**src/hdl/assert_macros.svh**
```systemverilog
`ifndef ASSERT_MACROS_SVH
`define ASSERT_MACROS_SVH

// Checked property, disabled while reset is held.
`define CHK(label, prop) \
  label: assert property (@(posedge clk) disable iff (rst) prop) \
    else $error("check failed");

// Checked property, evaluated on every edge including reset.
`define CHK_ALWAYS(label, prop) \
  label: assert property (@(posedge clk) prop) \
    else $error("check failed");

`endif

```
**src/hdl/mexp_pkg.sv**
```systemverilog
package mexp_pkg;

  localparam int BASE_BITS = 31;
  localparam int EXP_BITS = 63;
  localparam int MOD_BITS = 31;
  localparam int RES_BITS = 31;

  localparam logic [MOD_BITS-1:0] MODULUS_RESET = MOD_BITS'(1000000007);

  // Width of the operand that the multiplier scans one bit per cycle.
  localparam int OPW = (BASE_BITS > MOD_BITS) ? BASE_BITS : MOD_BITS;
  localparam int CNT_BITS = (OPW > 1) ? $clog2(OPW) : 1;

  typedef logic [BASE_BITS-1:0] base_t;
  typedef logic [EXP_BITS-1:0] exp_t;
  typedef logic [MOD_BITS-1:0] mod_t;
  typedef logic [RES_BITS-1:0] res_t;
  typedef logic [OPW-1:0] opnd_t;

endpackage

```
**src/hdl/mexp_ifs.sv**
```systemverilog
interface mexp_job_if;
  import mexp_pkg::*;
  logic valid;
  logic ready;
  base_t base;
  exp_t exponent;
  modport source(output valid, output base, output exponent, input ready);
  modport sink(input valid, input base, input exponent, output ready);
endinterface

interface mexp_res_if;
  import mexp_pkg::*;
  logic valid;
  logic ready;
  res_t result;
  modport source(output valid, output result, input ready);
  modport sink(input valid, input result, output ready);
endinterface

interface mexp_cfg_if;
  import mexp_pkg::*;
  logic valid;
  logic ready;
  mod_t modulus;
  modport source(output valid, output modulus, input ready);
  modport sink(input valid, input modulus, output ready);
endinterface

```
**src/hdl/modular_exponentiation.sv**
```systemverilog
// An accepted item first reduces the base modulo m, then takes one multiply step per exponent bit up
// to the highest set bit (none for a zero exponent), the exponent being scanned from its low end.
// A modulus of zero or one skips the multiplications and gives a result of zero.
// One item is worked at a time.
// The next item is accepted while a result waits in the output register.
// Synchronous reset returns the block to idle and sets the modulus to 1000000007.
module modular_exponentiation (
  input logic clk,
  input logic rst,
  mexp_job_if.sink job,
  mexp_res_if.source res,
  mexp_cfg_if.sink cfg
);
  import mexp_pkg::*;

  localparam logic [2:0] S_IDLE = 3'd0;
  localparam logic [2:0] S_RED = 3'd1;
  localparam logic [2:0] S_CHECK = 3'd2;
  localparam logic [2:0] S_MUL = 3'd3;
  localparam logic [2:0] S_FIN = 3'd4;

  logic [2:0] state;
  mod_t modulus;
  mod_t mod_item;
  exp_t exp_q;
  mod_t acc;
  mod_t sq;
  logic out_valid;
  res_t out_result;

  logic accept;
  logic start_a;
  logic start_b;
  opnd_t a_opnd;
  mod_t a_mult;
  mod_t a_mod;
  logic done_a;
  logic done_b;
  mod_t prod_a;
  mod_t prod_b;
  logic fin_load;

  assign accept = job.valid && job.ready;
  assign job.ready = (state == S_IDLE);
  assign cfg.ready = 1'b1;
  assign res.valid = out_valid;
  assign res.result = out_result;

  assign start_a = (accept && (modulus > MOD_BITS'(1))) ||
                   ((state == S_CHECK) && (exp_q != '0));
  assign start_b = (state == S_CHECK) && (exp_q != '0);
  assign a_opnd = (state == S_IDLE) ? OPW'(job.base) : OPW'(acc);
  assign a_mult = (state == S_IDLE) ? MOD_BITS'(1) : sq;
  assign a_mod = (state == S_IDLE) ? modulus : mod_item;
  assign fin_load = (state == S_FIN) && (!out_valid || res.ready);

  mexp_mulmod u_mul_acc (
    .clk(clk),
    .rst(rst),
    .start(start_a),
    .a(a_opnd),
    .b(a_mult),
    .m(a_mod),
    .done(done_a),
    .prod(prod_a)
  );

  mexp_mulmod u_mul_sq (
    .clk(clk),
    .rst(rst),
    .start(start_b),
    .a(OPW'(sq)),
    .b(sq),
    .m(mod_item),
    .done(done_b),
    .prod(prod_b)
  );

  always_ff @(posedge clk) begin
    if (rst) begin
      state <= S_IDLE;
      modulus <= MODULUS_RESET;
      out_valid <= 1'b0;
    end else begin
      if (cfg.valid && cfg.ready) begin
        modulus <= cfg.modulus;
      end
      if (fin_load) begin
        out_valid <= 1'b1;
      end else if (res.ready) begin
        out_valid <= 1'b0;
      end
      case (state)
        S_IDLE: begin
          if (accept) begin
            state <= (modulus > MOD_BITS'(1)) ? S_RED : S_FIN;
          end
        end
        S_RED: begin
          if (done_a) begin
            state <= S_CHECK;
          end
        end
        S_CHECK: begin
          state <= (exp_q != '0) ? S_MUL : S_FIN;
        end
        S_MUL: begin
          if (done_a) begin
            state <= S_CHECK;
          end
        end
        S_FIN: begin
          if (fin_load) begin
            state <= S_IDLE;
          end
        end
        default: begin
          state <= S_IDLE;
        end
      endcase
    end
  end

  always_ff @(posedge clk) begin
    if (accept) begin
      mod_item <= modulus;
      exp_q <= job.exponent;
      acc <= '0;
    end
    if ((state == S_RED) && done_a) begin
      sq <= prod_a;
      acc <= MOD_BITS'(1);
    end
    if ((state == S_MUL) && done_a) begin
      if (exp_q[0]) begin
        acc <= prod_a;
      end
      sq <= prod_b;
      exp_q <= exp_q >> 1;
    end
    if (fin_load) begin
      out_result <= RES_BITS'(acc);
    end
  end

`include "assert_macros.svh"
  `CHK_ALWAYS(a_reset_idle, rst |=> state == S_IDLE)
  `CHK(a_accept_leaves_idle, accept |=> state != S_IDLE)
  `CHK(a_units_in_step, (state == S_MUL) |-> done_a == done_b)
  `CHK(a_acc_reduced, (state == S_CHECK) |-> acc < mod_item)

endmodule

```
**src/hdl/mexp_mulmod.sv**
```systemverilog
module mexp_mulmod (
  input logic clk,
  input logic rst,
  input logic start,
  input mexp_pkg::opnd_t a,
  input mexp_pkg::mod_t b,
  input mexp_pkg::mod_t m,
  output logic done,
  output mexp_pkg::mod_t prod
);
  import mexp_pkg::*;

  localparam int W = MOD_BITS + 2;

  opnd_t sh;
  mod_t bq;
  mod_t mq;
  mod_t r;
  logic [CNT_BITS-1:0] cnt;
  logic busy;

  logic [W-1:0] t;
  logic [W-1:0] m1;
  logic [W-1:0] m2;
  mod_t r_next;

  // The partial remainder stays below m, so 2r + b stays below 3m.
  always_comb begin
    m1 = W'(mq);
    m2 = {m1[W-2:0], 1'b0};
    t = {1'b0, r, 1'b0} + (sh[OPW-1] ? W'(bq) : W'(0));
    if (t >= m2) begin
      r_next = MOD_BITS'(t - m2);
    end else if (t >= m1) begin
      r_next = MOD_BITS'(t - m1);
    end else begin
      r_next = MOD_BITS'(t);
    end
  end

  always_ff @(posedge clk) begin
    if (rst) begin
      busy <= 1'b0;
      done <= 1'b0;
      cnt <= '0;
    end else begin
      done <= 1'b0;
      if (start) begin
        busy <= 1'b1;
        cnt <= '0;
      end else if (busy) begin
        cnt <= cnt + 1'b1;
        if (cnt == CNT_BITS'(OPW - 1)) begin
          busy <= 1'b0;
          done <= 1'b1;
        end
      end
    end
  end

  always_ff @(posedge clk) begin
    if (start) begin
      sh <= a;
      bq <= b;
      mq <= m;
      r <= '0;
    end else if (busy) begin
      sh <= {sh[OPW-2:0], 1'b0};
      r <= r_next;
    end
  end

  assign prod = r;

`include "assert_macros.svh"
  `CHK(a_no_restart, start |-> !busy)
  `CHK(a_prod_reduced, done |-> prod < mq)
  `CHK(a_done_when_idle, done |-> !busy)

endmodule
```
**src/flat_wrapper.sv**
```systemverilog
// flat-port wrapper written by rule: the top's interface ports become plain ports
module modular_exponentiation_flat import mexp_pkg::*;
  (clk, rst, job_valid, job_base, job_exponent, job_ready, res_valid, res_result, res_ready, cfg_valid, cfg_modulus, cfg_ready);
  mexp_job_if job_i ();
  mexp_res_if res_i ();
  mexp_cfg_if cfg_i ();
  input logic clk;
  input logic rst;
  input wire logic [$bits(job_i.valid)-1:0] job_valid;
  input wire logic [$bits(job_i.base)-1:0] job_base;
  input wire logic [$bits(job_i.exponent)-1:0] job_exponent;
  output wire logic [$bits(job_i.ready)-1:0] job_ready;
  output wire logic [$bits(res_i.valid)-1:0] res_valid;
  output wire logic [$bits(res_i.result)-1:0] res_result;
  input wire logic [$bits(res_i.ready)-1:0] res_ready;
  input wire logic [$bits(cfg_i.valid)-1:0] cfg_valid;
  input wire logic [$bits(cfg_i.modulus)-1:0] cfg_modulus;
  output wire logic [$bits(cfg_i.ready)-1:0] cfg_ready;
  assign job_i.valid = job_valid;
  assign job_i.base = job_base;
  assign job_i.exponent = job_exponent;
  assign job_ready = job_i.ready;
  assign res_valid = res_i.valid;
  assign res_result = res_i.result;
  assign res_i.ready = res_ready;
  assign cfg_i.valid = cfg_valid;
  assign cfg_i.modulus = cfg_modulus;
  assign cfg_ready = cfg_i.ready;
  modular_exponentiation u_core (.clk(clk), .rst(rst), .job(job_i), .res(res_i), .cfg(cfg_i));
endmodule
```
**config.mk**
```make
export PLATFORM = sky130hd
export DESIGN_NAME = modular_exponentiation_flat
export DESIGN_NICKNAME = d
export VERILOG_FILES = /design/src/hdl/mexp_pkg.sv /design/src/hdl/mexp_ifs.sv /design/src/hdl/modular_exponentiation.sv /design/src/hdl/mexp_mulmod.sv /design/src/flat_wrapper.sv
export VERILOG_INCLUDE_DIRS = /design/src /design/src/hdl
export SDC_FILE = /design/constraint.sdc
export NUM_CORES = 1
export LEC_CHECK = 0
export BUFFER_PORTS_ARGS = -buffer_cell sky130_fd_sc_hd__buf_2
export CORE_MARGIN = 3
export CORE_UTILIZATION = 40
export CTS_CLUSTER_DIAMETER = 60
export DETAILED_ROUTE_END_ITERATION = 10
export GPL_ROUTABILITY_DRIVEN = 0
export SETUP_SLACK_MARGIN = 0.4
export SYNTH_ARGS = -nofsm -noshare
export SYNTH_HDL_FRONTEND = slang
export SYNTH_SLANG_ARGS = --single-unit
```
**constraint.sdc**
```tcl
create_clock -name clk -period 8 [get_ports clk]
set_clock_uncertainty 0.1 [all_clocks]
set_input_delay 1.6 -clock clk [delete_from_list [all_inputs] [get_ports clk]]
set_output_delay 1.6 -clock clk [all_outputs]
set_load 0.02 [all_outputs]
```
[Word-level counts from Yosys, hierarchy flattened]
Cells that the tools add are included.
Storage, ports and cells
  register bits after elaboration: 483
  input bits: 130
  output and inout bits: 34
Operators by class
  add/sub/neg operators: 8
  order comparisons: 5
  equal/unequal tests: 9
  muxes and demuxes: 35
  bitwise gates (word level): 1
  reduce and logical (&&, ||, !) cells: 21
Operator list (count)
  2-to-1 mux 31 bit: 18
  2-to-1 mux 62 bit: 2
  subtractor 31 bit: 4
  adder 32 x 31 -> 33 bit: 2
  greater-or-equal comparator 33 x 31 -> 1 bit: 2
  greater-or-equal comparator 33 x 32 -> 1 bit: 2
  nonzero test 63 bit: 1
  greater-than comparator 31 x 1 -> 1 bit (second input constant): 1
  2-to-1 mux 3 bit: 5
  one-hot mux 3 bit (4 select lines): 1
  adder 5 x 1 -> 5 bit (second input constant): 2
  equality test 5 bit (second input constant): 2
  nonzero test 2 bit: 5
  2-to-1 mux 1 bit: 9
  equality test 3 x 2 -> 1 bit (second input constant): 2
  logical AND 1 bit: 6
  OR reduction 2 bit: 3
  != test 2 x 1 -> 1 bit (second input constant): 2
  equality test 3 x 1 -> 1 bit (second input constant): 1
  equality test 3 bit (second input constant): 1
  logical NOT 3 bit: 1
  AND reduction 3 bit: 1
  OR reduction 3 bit: 1
  logical OR 1 bit: 2
  other kinds (3): 3

[Depth between registers and ports, before layout]
  depth in word-level cells: 6
  gate-level depth with buffers: 27
  mapped depth without buffers: 23

[Modules after synthesis]
From an unflattened synthesis, not the netlist that was laid out.
Second synthesis, totals
  cells, all modules: 2725
  area, all modules: 29363.2 µm²
Modules (own cells, without submodules)
  mexp_mulmod (u_core.u_mul_acc): instances 1, cells an instance 1079, area an instance 10129.7 µm², seq. area each 3553.4 µm²
  mexp_mulmod (u_core.u_mul_sq): instances 1, cells an instance 1035, area an instance 9945.8 µm², seq. area each 3553.4 µm²
  modular_exponentiation: instances 1, cells an instance 611, area an instance 9287.7 µm², seq. area each 5995.8 µm²

[Worst setup path after synthesis]
Ideal clock, no wire load.
  path type: register -> register
  start point: reg u_core.u_mul_sq.sh[30]
  end point: reg u_core.u_mul_sq.r[1], in the netlist u_core.u_mul_sq.prod[1]
  setup time: 0.247 ns
  data arrival time: 5.248 ns
  data required time: 7.653 ns
  slack: 2.405 ns
  stages on the path, launching flop included: 26
  buffers on the path: 2
  period minus slack after synthesis: 5.595 ns
  cells stage by stage: edfxtp_1 clkbuf_1 and2_1 ha_1 fa_1 a21oi_1 o21ai_1 a31oi_1 o211ai_1 a21oi_1 o221ai_1 o21ai_0 xnor2_1 ha_1 clkbuf_1 o21a_1 o21ai_0 nand2b_1 a21oi_1 nor2_1 a21oi_1 o21ai_0 a211oi_4 mux2_2 o21ai_0 a21oi_1
Between the ends
  longest elaborated chain between the ends: 5
  elaborated cells between the ends (all ways): 8
  classes of those cells: 3 x add/sub; 2 x order compare; 3 x mux
RTL lines
  start: declaration: line mexp_mulmod.sv:15  | opnd_t sh;
  start signal: assignment: line mexp_mulmod.sv:68  | sh <= {sh[OPW-2:0], 1'b0};
  2-to-1 mux 31 bit *: line mexp_mulmod.sv:31  | t = {1'b0, r, 1'b0} + (sh[OPW-1] ? W'(bq) : W'(0));
  adder 32 x 31 -> 33 bit *: line mexp_mulmod.sv:31
  subtractor 31 bit / greater-or-equal comparator 33 x 31 -> 1 bit (equally long branches): line mexp_mulmod.sv:35, mexp_mulmod.sv:34
  2-to-1 mux 31 bit: line mexp_mulmod.sv:34  | end else if (t >= m1) begin
  2-to-1 mux 31 bit *: line mexp_mulmod.sv:32  | if (t >= m2) begin
  end signal: assignment: line mexp_mulmod.sv:69  | r <= r_next;
  end: declaration: line mexp_mulmod.sv:18  | mod_t r;
Mark *: on every way between the ends. The rest lies on a longest branch, timed or not.
A chain may end at the register's enable or synchronous reset.

[Final worst setup path]
  start point: reg u_core.u_mul_acc.sh[30]
  end point: reg u_core.u_mul_acc.r[25], in the netlist u_core.u_mul_acc.prod[25]
Between the ends
  longest elaborated chain between the ends: 5
  elaborated cells between the ends (all ways): 8
  classes of those cells: 3 x add/sub; 2 x order compare; 3 x mux
RTL lines (line)
  start: declaration: mexp_mulmod.sv:15
  start signal: assignment: mexp_mulmod.sv:68
  2-to-1 mux 31 bit *: mexp_mulmod.sv:31
  adder 32 x 31 -> 33 bit *: mexp_mulmod.sv:31
  subtractor 31 bit / greater-or-equal comparator 33 x 31 -> 1 bit (equally long branches): mexp_mulmod.sv:35, mexp_mulmod.sv:34
  2-to-1 mux 31 bit: mexp_mulmod.sv:34
  2-to-1 mux 31 bit *: mexp_mulmod.sv:32
  end signal: assignment: mexp_mulmod.sv:69
  end: declaration: mexp_mulmod.sv:18
Marked as above.

==> reports/results.ini <==
[outcome]
outcome = finished, final reports clean

[setup_path]
critPathSlowestCell = edfxtp_1
endpoint = u_core.u_mul_acc.prod[25]$_SDFFE_PN0P_
crit_start = u_core.u_mul_acc.sh[30]$_DFFE_PP_
r2r_cells = 22
path_cells = and2_1 > ha_1 > a21o_1 > a21o_1 > a211o_1 > a31oi_1 > o21ai_0 > a21o_1 > a31o_2 > nor4_1 > ha_1 > a21o_1 > a21o_1 > a21oi_1 > o21ai_0 > a21o_1 > a21oi_1 > nor4b_4 > buf_4 > mux2_2 > a21oi_1 > nor2_1
crit_buf_inv = 1
cp-end-kind = flop
rrSetupSlack_ps = 960
arrival_ps = 7420
reg2reg_to = u_core.u_mul_acc.prod[25]$_SDFFE_PN0P_
required_ps = 8380
r2r-start = u_core.u_mul_acc.sh[30]$_DFFE_PP_
critPathLaunchType = flop
path_depth = 22
crit_family = compound AO/OA/AOI/OAI gates
max_stage_delay_ps = 870
path_max_fanout = 31
critPathKind = reg2reg
path_common_cell = a21o_1

[sta]
rsz0062_at_grt = false
final_hold_viol_count = 0
final.min_clock_period_ps = 7040
setup_viol = 0
relSlewSlack_pct = 27.8
fin_setup_tns_ps = 0
drv_slew = 0
worstMarginPinSlew_ps = 1070
period_share_pct = 88.0
max_freq_ghz = 0.142

[clock_network]
h-tree-depth = 2
clockRootBuffer = clkbuf_16
cts_hold_buf = 0
cts.sinks = 483
clk_pin_slew_ps = 60
cts_tree = built
cts_made_buffers = 52
ctsLongestPathBuffers = 3
worstSkewPairLatency_ps = 620
post_cts_buffers = 0
cts_resized = 0

[pwr]
p_int_w = 0.00670
ir_drop_mv = 0.195
p_leak_nw = 13.1
power_density_mw_per_mm2 = 360
power.switching_w = 0.00483
p_sw_share_pct = 41.9
combPwrFrac_pct = 51.7
seqPwrFrac_pct = 28.0
pwr-share-clk_pct = 20.3
finalPower_w = 0.0115

[logic_synthesis]
synth_edf_count = 341
netlist_area_mm2 = 0.0285
synth_cell_type_count = 82
syn_area_per_cell_um2 = 10.6
synthArstFlopShare_pct = 0
netlist_instances = 2698
yosysWarningCount = 0
ys.flop_type = edfxtp_1
synth-seq-cells = 483
seq_area_frac_synth_pct = 45.8
syn_nets = 3022

[place]
port_buffers = 162
post-dp-hpwl_um = 58200

[layout]
largest_reg_flops = 63
drive_gt1_share_pct = 16.1
syn2layout_area_growth_pct = 12.2
final_cell_mix = edfxtp_1 (341), a21oi_1 (206), ha_1 (188)
fill_cells = 6545
final_common_cell = edfxtp_1
nets = 3149
regMostFlops = u_core.exp_q
antenna_cells = 0

[route]
drc_errors = 0
viasPerCell = 5.70
ant_nets = 0
drtIter0Drc = 1735
wl_um = 76800
vias = 21700
first_pass_iters = 5
wl_per_cell_um = 20.2

[worst_hold_path]
hold_path_class = reg2reg

[floorplan]
num_rows = 97
initial_utilization_pct = 40.5
die_y_um = 273
fp.dieW_um = 273
ios = 164
dieArea_mm2 = 0.0746
core_mm2 = 0.0704

[global_route]
grt_pass1_wl_um = 119000
grt_overflow = 0
grt_usage_pct = 20.0
grt_pass1_vias = 21200
antenna_found_initial = 4
grt_max_degree = 134

[job]
maxCapViolCount = 0

final cells by class:
type	instances	area (um2)	area share (%)
clock buffers	72	1470	4.59
clock inverters	26	196	0.613
inverters	112	420	1.31
multi-input cells	1991	14700	45.8
flip-flops and latches	483	13100	40.8
well taps	940	1180	3.67
repair buffers	185	1020	3.19
power groups by stage:
stage | Sequential, W | Clock [W] | Combinational, W
detailed placement | 0.00328 | 0 | 0.00580
CTS | 0.00323 | 0.00239 | 0.00583
floorplan | 0.00311 | 0 | 0.00454
finish | 0.00323 | 0.00234 | 0.00596
global placement | 0.00328 | 0 | 0.00567
global route | 0.00326 | 0.00249 | 0.00656
per-layer routing:
metal / routed length [um] / global-route usage [%] / up-vias
li1: - / - / 10400
met1: 36300 / 28.9 / 10400
met2: 33100 / 31.0 / 785
met3: 4930 / 2.79 / 143
met4: 2350 / 6.43 / 2
met5: 7 / 0 / -
worst min-delay path by stage:
stage | from | endpoint | slack, ps | depth (start not counted)
final | u_core.mod_item[25]$_DFFE_PP_ | u_core.u_mul_sq.mq[25]$_DFFE_PP_ | 340 | 0
after global routing | u_core.mod_item[18]$_DFFE_PP_ | u_core.u_mul_sq.mq[18]$_DFFE_PP_ | 350 | 0
after CTS | u_core.mod_item[24]$_DFFE_PP_ | u_core.u_mul_sq.mq[24]$_DFFE_PP_ | 340 | 0
after detailed placement | u_core.mod_item[5]$_DFFE_PP_ | u_core.u_mul_sq.mq[5]$_DFFE_PP_ | 330 | 0
after global placement | u_core.mod_item[0]$_DFFE_PP_ | u_core.u_mul_sq.mq[0]$_DFFE_PP_ | 320 | 0
after floorplan | u_core.modulus[0]$_SDFFE_PP1P_ | u_core.mod_item[0]$_DFFE_PP_ | 320 | 0
per-stage QoR:
stage                     cell area [um2]  hold WS (ps)  setup slack (ps)  std cells  util [%]
after floorplan                     28500           317              2410       2698         -
after global placement              30400           324              1060       3711      43.1
after detailed placement            30400           330               971       3711      43.1
after CTS                           32000           344               977       3809      45.5
after global routing                32000           352               477       3809      45.5
final                               32000           340               964       3809      45.5
cell usage after synthesis (all sizes together) (32+ instances only):
master,number,area [um2]
edfxtp,341,10200
a21oi,207,1040
ha,188,2350
nor2,164,616
mux2,161,1810
o21ai,150,751
dfxtp,142,2840
nand2,136,510
inv,111,417
a21o,106,796
xnor2,96,841
clkbuf,94,353
xor2,75,657
and2,70,438
mux2i,66,661
nor2b,60,375
nor3,50,255
a211oi,44,343
nand3,44,220
nand4,35,219
nor4,32,200
logic make-up (layout without fill, tap and decap cells):
kind of cell | Yosys count | count (layout) | synth area share [%]
adder cells (fa/ha/maj) | 194 | 194 | 8.66
multiplexers | 227 | 227 | 8.67
other | 1 | 1 | 0.0131
AO/OA/AOI/OAI | 742 | 742 | 17.0
buffers and inverters | 224 | 395 | 3.00
flip-flops | 483 | 483 | 45.8
AND/OR/NAND/NOR | 656 | 656 | 11.5
XOR/XNOR | 171 | 171 | 5.25
Power figures use the tool's default switching activity.
